[src/hdl/zot_pkg.sv]
`default_nettype none
// ----------------------------------------------------------------------------
// zot_pkg: shared constants and types for the ADC zero offset tracker
// Default geometry, register indexes and reset values, field widths, and the
// sideband tag that travels down the pipeline with each beat.
// ----------------------------------------------------------------------------
package zot_pkg;

  // default geometry
  localparam int FRAC_BITS_DEF   = 8;
  localparam int SAMPLE_BITS_DEF = 10;
  localparam int SUM_BITS_DEF    = 56;

  // configuration port
  localparam int CFG_INDEX_W = 3;
  localparam int CFG_DATA_W  = 18;

  localparam logic [CFG_INDEX_W-1:0] CFG_INITIAL_OFFSET = 3'd0;
  localparam logic [CFG_INDEX_W-1:0] CFG_OFFSET_STEP    = 3'd1;
  localparam logic [CFG_INDEX_W-1:0] CFG_LOBE_TOLERANCE = 3'd2;
  localparam logic [CFG_INDEX_W-1:0] CFG_FLAT_RUN_LIMIT = 3'd3;
  localparam logic [CFG_INDEX_W-1:0] CFG_SNAP_TOLERANCE = 3'd4;

  // register widths
  localparam int INIT_W  = 18;
  localparam int STEP_W  = 8;
  localparam int TOL_W   = 16;
  localparam int LIMIT_W = 8;
  localparam int SNAP_W  = 16;

  // register reset values (initial offset resets to midscale of the offset)
  localparam logic [STEP_W-1:0]  STEP_RESET  = 8'd26;
  localparam logic [TOL_W-1:0]   TOL_RESET   = 16'd10;
  localparam logic [LIMIT_W-1:0] LIMIT_RESET = 8'd50;
  localparam logic [SNAP_W-1:0]  SNAP_RESET  = 16'd256;

  // fixed field widths
  localparam int TIME_W  = 32;
  localparam int FLAT_W  = 8;
  localparam int COUNT_W = 16;
  localparam int KNOWN_W = 2;

  localparam logic [FLAT_W-1:0]  FLAT_MAX    = '1;
  localparam logic [COUNT_W-1:0] COUNT_MAX   = '1;
  localparam logic [KNOWN_W-1:0] KNOWN_NONE  = 2'd0;
  localparam logic [KNOWN_W-1:0] KNOWN_BOTH  = 2'd2;

  // per-beat sideband carried down the pipeline
  typedef struct packed {
    logic crossed;
    logic clear_sums;
  } zot_tag_t;

endpackage
`default_nettype wire

[src/hdl/zot_track.sv]
`default_nettype none
// ----------------------------------------------------------------------------
// zot_track: configuration registers and offset tracking stage
// Holds the offset, crossing history, flat-run and count state; updates them
// for one beat per cycle unless stalled and registers it for squaring.
// ----------------------------------------------------------------------------
module zot_track import zot_pkg::*; #(
  parameter int FRAC_BITS   = FRAC_BITS_DEF,
  parameter int SAMPLE_BITS = SAMPLE_BITS_DEF
) (
  input  wire logic                   clk,
  input  wire logic                   rst,
  input  wire logic                   cfg_we,
  input  wire logic [CFG_INDEX_W-1:0] cfg_index,
  input  wire logic [CFG_DATA_W-1:0]  cfg_data,
  input  wire logic                   in_valid,
  output logic                        in_stall,
  input  wire logic [SAMPLE_BITS-1:0] adc_sample,
  input  wire logic [TIME_W-1:0]      time_us,
  input  wire logic                   clear_sums,
  input  wire logic                   restart,
  output logic                        a_valid,
  input  wire logic                   a_stall,
  output logic [SAMPLE_BITS-1:0]      a_sample,
  output logic [SAMPLE_BITS+FRAC_BITS-1:0] a_offset,
  output logic [COUNT_W-1:0]          a_count,
  output zot_tag_t                    a_tag
);

  localparam int OFF_BITS = SAMPLE_BITS + FRAC_BITS;
  localparam int CMP_W    = (OFF_BITS > SNAP_W) ? OFF_BITS : SNAP_W;

  // configuration registers
  logic [OFF_BITS-1:0] init_off;
  logic [STEP_W-1:0]   offset_step;
  logic [TOL_W-1:0]    lobe_tol;
  logic [LIMIT_W-1:0]  flat_limit;
  logic [SNAP_W-1:0]   snap_tol;

  // tracking state
  logic [SAMPLE_BITS-1:0] prev_sample;
  logic                   have_prev;
  logic                   positive_lobe;
  logic [OFF_BITS-1:0]    offset_reg;
  logic [TIME_W-1:0]      last_cross;
  logic [TIME_W-1:0]      lobe_prev;
  logic [KNOWN_W-1:0]     known;
  logic [FLAT_W-1:0]      flat_run;
  logic [COUNT_W-1:0]     count_reg;

  logic                   positive_lobe_next;
  logic [OFF_BITS-1:0]    offset_next;
  logic [TIME_W-1:0]      last_cross_next;
  logic [TIME_W-1:0]      lobe_prev_next;
  logic [KNOWN_W-1:0]     known_next;
  logic [FLAT_W-1:0]      flat_run_next;
  logic [COUNT_W-1:0]     count_next;
  logic                   crossed;

  logic take;

  assign in_stall = a_valid && a_stall;
  assign take     = in_valid && !in_stall;

  always_ff @(posedge clk) begin
    if (rst) begin
      init_off    <= {1'b1, {(OFF_BITS-1){1'b0}}};
      offset_step <= STEP_RESET;
      lobe_tol    <= TOL_RESET;
      flat_limit  <= LIMIT_RESET;
      snap_tol    <= SNAP_RESET;
    end else if (cfg_we) begin
      unique case (cfg_index)
        CFG_INITIAL_OFFSET: init_off    <= OFF_BITS'(cfg_data[INIT_W-1:0]);
        CFG_OFFSET_STEP:    offset_step <= cfg_data[STEP_W-1:0];
        CFG_LOBE_TOLERANCE: lobe_tol    <= cfg_data[TOL_W-1:0];
        CFG_FLAT_RUN_LIMIT: flat_limit  <= cfg_data[LIMIT_W-1:0];
        CFG_SNAP_TOLERANCE: snap_tol    <= cfg_data[SNAP_W-1:0];
        default: ;
      endcase
    end
  end

  always_comb begin
    logic [OFF_BITS-1:0] s_scaled;
    logic [OFF_BITS-1:0] p_scaled;
    logic [OFF_BITS-1:0] off_base;
    logic [OFF_BITS-1:0] off_nudged;
    logic [OFF_BITS:0]   off_sum;
    logic [OFF_BITS-1:0] snap_gap;
    logic [KNOWN_W-1:0]  known_base;
    logic [FLAT_W-1:0]   flat_base;
    logic [FLAT_W-1:0]   flat_inc;
    logic [COUNT_W-1:0]  count_base;
    logic [TIME_W-1:0]   lobe_now;
    logic [TIME_W-1:0]   lobe_gap;
    logic                hp_base;
    logic                cross_up;
    logic                cross_dn;
    logic                go_up;

    s_scaled   = {adc_sample, {FRAC_BITS{1'b0}}};
    p_scaled   = {prev_sample, {FRAC_BITS{1'b0}}};
    off_base   = restart ? init_off : offset_reg;
    known_base = restart ? KNOWN_NONE : known;
    hp_base    = restart ? 1'b0 : have_prev;
    flat_base  = clear_sums ? '0 : flat_run;
    count_base = clear_sums ? '0 : count_reg;

    count_next = (count_base == COUNT_MAX) ? count_base : count_base + 1'b1;

    cross_up = (p_scaled <= off_base) && (s_scaled > off_base);
    cross_dn = (p_scaled >= off_base) && (s_scaled < off_base);
    crossed  = hp_base && (cross_up || cross_dn);

    // lobe durations: the one just closed against the one before it
    lobe_now = time_us - last_cross;
    lobe_gap = (lobe_prev > lobe_now) ? lobe_prev - lobe_now : lobe_now - lobe_prev;

    positive_lobe_next = positive_lobe;
    if (!hp_base) begin
      positive_lobe_next = s_scaled > off_base;
    end else if (cross_up) begin
      positive_lobe_next = 1'b1;
    end else if (cross_dn) begin
      positive_lobe_next = 1'b0;
    end
    go_up = positive_lobe_next == (lobe_prev > lobe_now);

    // nudge only with two earlier crossings and unbalanced lobes
    off_sum    = {1'b0, off_base} + (OFF_BITS+1)'(offset_step);
    off_nudged = off_base;
    if (crossed && (known_base == KNOWN_BOTH) && (lobe_gap >= TIME_W'(lobe_tol))) begin
      if (go_up) begin
        off_nudged = off_sum[OFF_BITS] ? {OFF_BITS{1'b1}} : off_sum[OFF_BITS-1:0];
      end else begin
        off_nudged = (off_base < OFF_BITS'(offset_step)) ? '0
                   : off_base - OFF_BITS'(offset_step);
      end
    end

    last_cross_next = last_cross;
    lobe_prev_next  = lobe_prev;
    known_next      = known_base;
    if (crossed) begin
      last_cross_next = time_us;
      lobe_prev_next  = lobe_now;
      known_next      = (known_base == KNOWN_BOTH) ? known_base : known_base + 1'b1;
    end

    // flat run: snap the offset onto a long run of equal samples
    flat_inc    = (flat_base == FLAT_MAX) ? flat_base : flat_base + 1'b1;
    snap_gap    = (off_nudged > s_scaled) ? off_nudged - s_scaled : s_scaled - off_nudged;
    offset_next = off_nudged;
    if (!hp_base) begin
      flat_run_next = '0;
    end else if (adc_sample == prev_sample) begin
      flat_run_next = flat_inc;
      if ((flat_inc > flat_limit) && (CMP_W'(snap_gap) >= CMP_W'(snap_tol))) begin
        offset_next = s_scaled;
      end
    end else begin
      flat_run_next = '0;
    end
  end

  always_ff @(posedge clk) begin
    if (rst) begin
      prev_sample   <= '0;
      have_prev     <= 1'b0;
      positive_lobe <= 1'b0;
      offset_reg    <= {1'b1, {(OFF_BITS-1){1'b0}}};
      last_cross    <= '0;
      lobe_prev     <= '0;
      known         <= KNOWN_NONE;
      flat_run      <= '0;
      count_reg     <= '0;
      a_valid       <= 1'b0;
    end else begin
      if (!in_stall) begin
        a_valid <= in_valid;
      end
      if (take) begin
        prev_sample   <= adc_sample;
        have_prev     <= 1'b1;
        positive_lobe <= positive_lobe_next;
        offset_reg    <= offset_next;
        last_cross    <= last_cross_next;
        lobe_prev     <= lobe_prev_next;
        known         <= known_next;
        flat_run      <= flat_run_next;
        count_reg     <= count_next;
      end
    end
  end

  always_ff @(posedge clk) begin
    if (take) begin
      a_sample           <= adc_sample;
      a_offset           <= offset_next;
      a_count            <= count_next;
      a_tag.crossed      <= crossed;
      a_tag.clear_sums   <= clear_sums;
    end
  end

endmodule
`default_nettype wire

[src/hdl/zot_square.sv]
`default_nettype none
// ----------------------------------------------------------------------------
// zot_square: filtered value and squaring stage
// Subtracts the offset from the scaled sample and squares its magnitude.
// ----------------------------------------------------------------------------
module zot_square import zot_pkg::*; #(
  parameter int FRAC_BITS   = FRAC_BITS_DEF,
  parameter int SAMPLE_BITS = SAMPLE_BITS_DEF
) (
  input  wire logic                   clk,
  input  wire logic                   rst,
  input  wire logic                   a_valid,
  output logic                        a_stall,
  input  wire logic [SAMPLE_BITS-1:0] a_sample,
  input  wire logic [SAMPLE_BITS+FRAC_BITS-1:0] a_offset,
  input  wire logic [COUNT_W-1:0]     a_count,
  input  wire zot_tag_t               a_tag,
  output logic                        b_valid,
  input  wire logic                   b_stall,
  output logic signed [SAMPLE_BITS+FRAC_BITS:0]   b_filt,
  output logic [SAMPLE_BITS+FRAC_BITS-1:0]        b_offset,
  output logic [2*(SAMPLE_BITS+FRAC_BITS)-1:0]    b_sq,
  output logic [COUNT_W-1:0]          b_count,
  output zot_tag_t                    b_tag
);

  localparam int OFF_BITS = SAMPLE_BITS + FRAC_BITS;

  logic [OFF_BITS-1:0]   s_scaled;
  logic [OFF_BITS-1:0]   mag;
  logic [OFF_BITS:0]     filt;
  logic [2*OFF_BITS-1:0] sq;
  logic                  take;

  assign a_stall  = b_valid && b_stall;
  assign take     = a_valid && !a_stall;
  assign s_scaled = {a_sample, {FRAC_BITS{1'b0}}};
  assign filt     = {1'b0, s_scaled} - {1'b0, a_offset};
  assign mag      = (s_scaled > a_offset) ? s_scaled - a_offset : a_offset - s_scaled;
  assign sq       = (2*OFF_BITS)'(mag) * (2*OFF_BITS)'(mag);

  always_ff @(posedge clk) begin
    if (rst) begin
      b_valid <= 1'b0;
    end else if (!a_stall) begin
      b_valid <= a_valid;
    end
  end

  always_ff @(posedge clk) begin
    if (take) begin
      b_filt   <= filt;
      b_offset <= a_offset;
      b_sq     <= sq;
      b_count  <= a_count;
      b_tag    <= a_tag;
    end
  end

endmodule
`default_nettype wire

[src/hdl/zot_accum.sv]
`default_nettype none
// ----------------------------------------------------------------------------
// zot_accum: sum of squares and result register
// Adds each square into the saturating sum and holds the result beat.
// ----------------------------------------------------------------------------
module zot_accum import zot_pkg::*; #(
  parameter int FRAC_BITS   = FRAC_BITS_DEF,
  parameter int SAMPLE_BITS = SAMPLE_BITS_DEF,
  parameter int SUM_BITS    = SUM_BITS_DEF
) (
  input  wire logic                   clk,
  input  wire logic                   rst,
  input  wire logic                   b_valid,
  output logic                        b_stall,
  input  wire logic signed [SAMPLE_BITS+FRAC_BITS:0]   b_filt,
  input  wire logic [SAMPLE_BITS+FRAC_BITS-1:0]        b_offset,
  input  wire logic [2*(SAMPLE_BITS+FRAC_BITS)-1:0]    b_sq,
  input  wire logic [COUNT_W-1:0]     b_count,
  input  wire zot_tag_t               b_tag,
  output logic                        out_valid,
  input  wire logic                   out_stall,
  output logic signed [SAMPLE_BITS+FRAC_BITS:0] filtered_value,
  output logic [SAMPLE_BITS+FRAC_BITS-1:0]      offset_now,
  output logic                        crossed,
  output logic [SUM_BITS-1:0]         square_sum,
  output logic [COUNT_W-1:0]          sample_count
);

  localparam int SQ_W  = 2 * (SAMPLE_BITS + FRAC_BITS);
  localparam int ACC_W = ((SUM_BITS > SQ_W) ? SUM_BITS : SQ_W) + 1;

  logic [SUM_BITS-1:0] sum_reg;
  logic [SUM_BITS-1:0] sum_next;
  logic [SUM_BITS-1:0] sum_base;
  logic [ACC_W-1:0]    sum_wide;
  logic                take;

  assign b_stall    = out_valid && out_stall;
  assign take       = b_valid && !b_stall;
  assign sum_base   = b_tag.clear_sums ? '0 : sum_reg;
  assign sum_wide   = ACC_W'(sum_base) + ACC_W'(b_sq);
  assign sum_next   = (sum_wide > ACC_W'({SUM_BITS{1'b1}})) ? {SUM_BITS{1'b1}}
                    : sum_wide[SUM_BITS-1:0];
  assign square_sum = sum_reg;

  always_ff @(posedge clk) begin
    if (rst) begin
      out_valid <= 1'b0;
      sum_reg   <= '0;
    end else begin
      if (!b_stall) begin
        out_valid <= b_valid;
      end
      if (take) begin
        sum_reg <= sum_next;
      end
    end
  end

  always_ff @(posedge clk) begin
    if (take) begin
      filtered_value <= b_filt;
      offset_now     <= b_offset;
      crossed        <= b_tag.crossed;
      sample_count   <= b_count;
    end
  end

endmodule
`default_nettype wire

[src/hdl/adc_zero_offset_tracker_unit.sv]
`default_nettype none
// ----------------------------------------------------------------------------
// adc_zero_offset_tracker_unit: ADC zero offset tracker, top level
// Tracks the zero offset of a sampled waveform and reports the filtered
// sample, the offset, crossings, a running sum of squares and a count.
// ----------------------------------------------------------------------------
// Each input beat carries one raw sample and its microsecond time stamp. The
// block accepts one beat per clock unless stalled and returns exactly one
// result beat for it; results come out in input order. Throughput is set by
// the offset feedback loop in the tracking stage (restart, crossing test, lobe
// compare, nudge and flat-run snap all settle combinationally) and by the
// sum-of-squares loop in the accumulate stage. Each of the three stages holds
// its own beat, so a stall on the output only stops input once all three are
// full. Write configuration registers through cfg_we/cfg_index/cfg_data only
// while no beat is in flight; the block does not enforce this. Indexes are
// initial offset, offset step, lobe tolerance, flat run limit, snap tolerance.
// ----------------------------------------------------------------------------
module adc_zero_offset_tracker_unit import zot_pkg::*; #(
  parameter int FRAC_BITS   = FRAC_BITS_DEF,
  parameter int SAMPLE_BITS = SAMPLE_BITS_DEF,
  parameter int SUM_BITS    = SUM_BITS_DEF
) (
  input  wire logic                   clk,
  input  wire logic                   rst,
  // configuration write port
  input  wire logic                   cfg_we,
  input  wire logic [CFG_INDEX_W-1:0] cfg_index,
  input  wire logic [CFG_DATA_W-1:0]  cfg_data,
  // sample channel
  input  wire logic                   in_valid,
  output logic                        in_stall,
  input  wire logic [SAMPLE_BITS-1:0] adc_sample,
  input  wire logic [TIME_W-1:0]      time_us,
  input  wire logic                   clear_sums,
  input  wire logic                   restart,
  // result channel
  output logic                        out_valid,
  input  wire logic                   out_stall,
  output logic signed [SAMPLE_BITS+FRAC_BITS:0] filtered_value,
  output logic [SAMPLE_BITS+FRAC_BITS-1:0]      offset_now,
  output logic                        crossed,
  output logic [SUM_BITS-1:0]         square_sum,
  output logic [COUNT_W-1:0]          sample_count
);

  localparam int OFF_BITS = SAMPLE_BITS + FRAC_BITS;

  // tracking stage -> squaring stage
  logic                   a_valid;
  logic                   a_stall;
  logic [SAMPLE_BITS-1:0] a_sample;
  logic [OFF_BITS-1:0]    a_offset;
  logic [COUNT_W-1:0]     a_count;
  zot_tag_t               a_tag;

  // squaring stage -> accumulate stage
  logic                   b_valid;
  logic                   b_stall;
  logic signed [OFF_BITS:0] b_filt;
  logic [OFF_BITS-1:0]    b_offset;
  logic [2*OFF_BITS-1:0]  b_sq;
  logic [COUNT_W-1:0]     b_count;
  zot_tag_t               b_tag;

  // Stage 1: update offset, crossing history, flat run and count.
  zot_track #(
    .FRAC_BITS   (FRAC_BITS),
    .SAMPLE_BITS (SAMPLE_BITS)
  ) u_track (
    .clk        (clk),
    .rst        (rst),
    .cfg_we     (cfg_we),
    .cfg_index  (cfg_index),
    .cfg_data   (cfg_data),
    .in_valid   (in_valid),
    .in_stall   (in_stall),
    .adc_sample (adc_sample),
    .time_us    (time_us),
    .clear_sums (clear_sums),
    .restart    (restart),
    .a_valid    (a_valid),
    .a_stall    (a_stall),
    .a_sample   (a_sample),
    .a_offset   (a_offset),
    .a_count    (a_count),
    .a_tag      (a_tag)
  );

  // Stage 2: filtered value and its square (the single multiplier).
  zot_square #(
    .FRAC_BITS   (FRAC_BITS),
    .SAMPLE_BITS (SAMPLE_BITS)
  ) u_square (
    .clk      (clk),
    .rst      (rst),
    .a_valid  (a_valid),
    .a_stall  (a_stall),
    .a_sample (a_sample),
    .a_offset (a_offset),
    .a_count  (a_count),
    .a_tag    (a_tag),
    .b_valid  (b_valid),
    .b_stall  (b_stall),
    .b_filt   (b_filt),
    .b_offset (b_offset),
    .b_sq     (b_sq),
    .b_count  (b_count),
    .b_tag    (b_tag)
  );

  // Stage 3: saturating sum of squares; also the result register.
  zot_accum #(
    .FRAC_BITS   (FRAC_BITS),
    .SAMPLE_BITS (SAMPLE_BITS),
    .SUM_BITS    (SUM_BITS)
  ) u_accum (
    .clk            (clk),
    .rst            (rst),
    .b_valid        (b_valid),
    .b_stall        (b_stall),
    .b_filt         (b_filt),
    .b_offset       (b_offset),
    .b_sq           (b_sq),
    .b_count        (b_count),
    .b_tag          (b_tag),
    .out_valid      (out_valid),
    .out_stall      (out_stall),
    .filtered_value (filtered_value),
    .offset_now     (offset_now),
    .crossed        (crossed),
    .square_sum     (square_sum),
    .sample_count   (sample_count)
  );

endmodule
`default_nettype wire

[config.mk]
export PLATFORM = sky130hd
export DESIGN_NAME = adc_zero_offset_tracker_unit
export DESIGN_NICKNAME = d
export VERILOG_FILES = /design/src/hdl/zot_pkg.sv /design/src/hdl/zot_track.sv /design/src/hdl/zot_square.sv /design/src/hdl/zot_accum.sv /design/src/hdl/adc_zero_offset_tracker_unit.sv
export SDC_FILE = /design/constraint.sdc
export NUM_CORES = 2
export LEC_CHECK = 0
export BUFFER_PORTS_ARGS = -buffer_cell sky130_fd_sc_hd__buf_4
export CAP_MARGIN = 20
export CORE_MARGIN = 2
export CORE_UTILIZATION = 50
export DETAILED_ROUTE_END_ITERATION = 10
export GPL_TIMING_DRIVEN = 0
export PLACE_DENSITY_LB_ADDON = 0.2
export SLEW_MARGIN = 20
export SYNTH_ARGS = -nofsm -noshare
export SYNTH_HDL_FRONTEND = slang
export SYNTH_HIERARCHICAL = 1
export SYNTH_SLANG_ARGS = --single-unit
[constraint.sdc]
create_clock -name clk -period 34.7 [get_ports clk]
set_input_delay 6.94 -clock clk [delete_from_list [all_inputs] [get_ports clk]]
set_output_delay 6.94 -clock clk [all_outputs]
set_load 0.01 [all_outputs]
==> results.md <==
* Core Area at 75600 µm²
* Type of the worst setup path: in2reg
* Clock transition at path regs at 0.06 ns
* Worst reg-to-reg setup slack at 16.53 ns
* DR vias at 32084
* Ys Warns at 6
* Antenna-violating nets left at 0
* Initial core utilization at 50.3%
* Die width at 280 µm
* Vias in the first global route at 30925
* Row count at 101
* Max_cap viols at 0
* Post-Syn Nets at 5099
* Final worst slack at 10.44 ns
* CTS tree: built
* Global placement routability congestion at 0.963
* Antenna violations before repair at 2
* Global-route usage over all layers at 27.4%
* Hold Crit Depth at 0
* Sequential area share after synthesis at 27.8%
* Cells after Synth at 4445
* Final non-filler cell total at 5704
* Hold_sp: u_square/b_offset[4]$_DFFE_PP_
* # DRC at 0
* Final Cell Area at 42400 µm²
* DP Cell Count at 5608
* Port Buf Inserts at 180
* WP data required at 35.06 ns
* Buf/Inv on CP at 14
* Die area at 78200 µm²
* Worst Hold End: u_accum/offset_now[4]$_DFFE_PP_
* Gr ovfl total at 0
* Avg Synthesized Cell Area at 8.55 µm²
* Top_reg_cell synth: dfxtp_1
* Most used cell, CP: a21o_1
* Worst Max-Slew Pin Slew at 1.21 ns
* Synthesis-stage register bit count at 433
* CTS sink cnt at 433
* Max frequency at 0.0412 GHz
* Worst Path Arrival at 24.62 ns
* Setup bufs post-CTS at 0
* Min-delay worst type: reg2reg
* Post-DR wirelength/cell at 19.0 µm
* R2R Path End: u_track/a_offset[0]$_DFFE_PP_
* Crit path launch type: input port
* Net count, final at 5337
* CP delay by family, top: compound AO/OA/AOI/OAI gates
* Share of cells above drive strength 1 at 8.51%
* Post-DP Area at 40700 µm²
* Setup Viol. Count Final at 0
* Synth cell types at 114
* Crit. End Element: register
* Routed vias/inst at 5.62
* CTS root buf: clkbuf_16
* WL final at 108 mm
* Cell depth of the worst flop-to-flop path at 82
* Max FFs per register at 56
* Slew margin rel. at 19.1%
* CTS Buffer Depth at 3
* Hold_buf cts at 0
* Largest net degree at the start of global routing at 47
* Post-place setup slack at 10.17 ns
* Slowest stage cell, crit path: clkbuf_1
* Placed wire-length estimate at 86.6 mm
* Crit-path max FO at 10
* # diodes at 0
* Setup TNS at 0 ns
* Worst Clk Skew at 0.0365 ns
* H-Tree Depth at 2
* Latest clock arrival within the worst-skew pair at 0.63 ns
* Crit share post-route at 69.9%
* CTS Buf Count at 51
* Post-CTS resize count at 0
* I/O pin total at 182
* Area delta synth->final at 11.6%
* Die Span Y at 280 µm
* Tmin final at 24.26 ns
* R2r startpoint: u_track/last_cross[4]$_SDFFE_PP0P_
* Global-route wire length before repair at 169 mm
* Max incr delay on CP at 0.51 ns
* RSZ-0062 raised after global routing: no
* Final Hold Fails at 0
* Pre-Repair DR Iteration Count at 6
* Max-slew violations at 0
* Post-synth EDFFs at 188
* Status: finished clean
* Starting DRT DRC Count at 2172
* Post-Synthesis Cell Area at 38000 µm²
* Synth async-reset ratio at 0%
==> final cells by class <==
type / count / area, µm²
Fill cell: 7092 / 33200
Timing Repair Buffer: 185 / 1470
Clock buffer: 67 / 1420
Multi-Input combinational cell: 3273 / 24600
Tap cell: 978 / 1220
Clock inverter: 29 / 259
Inverter: 557 / 2090
Sequential cell: 433 / 10600
Buffer: 182 / 801
==> metrics by stage <==
step / util (%) / hold slack [ns]
after floorplan: - / 0.400
after global placement: 53.7 / 0.402
after detailed placement: 53.9 / 0.405
after CTS: 56.1 / 0.409
after global routing: 56.1 / 0.414
final: 56.1 / 0.402
==> synth_stat cells (100+ instances only) <==
library cell / n / area, µm²
a21oi_1: 394 / 1970
clkbuf_1: 132 / 495
dfxtp_1: 245 / 4900
o21ai_0: 123 / 616
fa_1: 230 / 4600
a21o_1: 113 / 848
nand2_1: 558 / 2090
edfxtp_1: 188 / 5650
xnor2_1: 100 / 876
nor2_1: 374 / 1400
ha_1: 354 / 4430
inv_1: 548 / 2060
==> kinds of logic after synthesis <==
group	after synthesis	synth area share, %
AND/OR/NAND/NOR	1416	17.1
AO/OA/AOI/OAI	998	17.0
adder cells (fa/ha/maj)	584	23.8
buffers and inverters	739	7.60
multiplexers	77	2.10
flip-flops	433	27.8
XOR/XNOR	197	4.61
other	1	0.00987
==> how the worst max path moves through the flow <==
| stage | start | endpoint | slack [ns] | depth (start not counted) |
|---|---|---|---|---|
| finish | time_us[4] | u_track/a_offset[0]$_DFFE_PP_ | 10.44 | 82 |
| floorplan | time_us[4] | u_track/a_offset[11]$_DFFE_PP_ | 13.49 | 82 |
| CTS | time_us[4] | u_track/a_offset[0]$_DFFE_PP_ | 10.71 | 82 |
| detailed placement | time_us[0] | u_track/a_offset[0]$_DFFE_PP_ | 10.17 | 84 |
| global route | time_us[0] | u_track/a_offset[0]$_DFFE_PP_ | 9.24 | 84 |
| global placement | time_us[4] | u_track/a_offset[0]$_DFFE_PP_ | 10.26 | 82 |
==> cells in the final DEF (no fill, tap or decap), types with 14 or more instances in the layout <==
cell type / instances
and3_1: 42
fa_1: 230
nand3_1: 68
inv_1: 548
a211o_1: 17
o21a_1: 34
and2_1: 21
nand2_1: 558
a211oi_1: 72
a31oi_1: 38
nand2b_1: 40
clkbuf_16: 51
xnor2_1: 100
or3_1: 19
mux2i_1: 54
buf_2: 25
nand3b_1: 14
a21oi_1: 394
o21bai_1: 31
ha_1: 354
mux2_2: 20
edfxtp_1: 188
buf_4: 190
o31ai_1: 14
dfxtp_1: 245
o211ai_1: 14
nor3_1: 74
nand4_1: 50
o21ai_0: 123
nor2_1: 374
a21o_1: 113
xor2_1: 95
nor2b_1: 82
clkbuf_1: 139
==> metal layers <==
metal  vias to the layer above  wire (µm)  global-route usage [%]
met2                      1008      52000                    47.5
met4                         4       3520                    8.98
met1                     15326      46500                    35.9
li1                      15588          -                       -
met3                       158       6110                    2.84
met5                         -         26                       0
==> worst reg2reg max path: cells and delay by family, from the launching register on <==
family	cells	cell delay, ns
AOI/OAI and AO/OA	42	7.83
xor gates and xnor gates	2	0.44
adders and majority gates	5	1.43
buffers and inverters	14	3.84
DFF	1	0.32
muxes	3	0.73
and+or+nand+nor	16	3.31
Power is not shown: default switching activity piles up to over one toggle a cycle in this logic, so the estimate is an artifact.
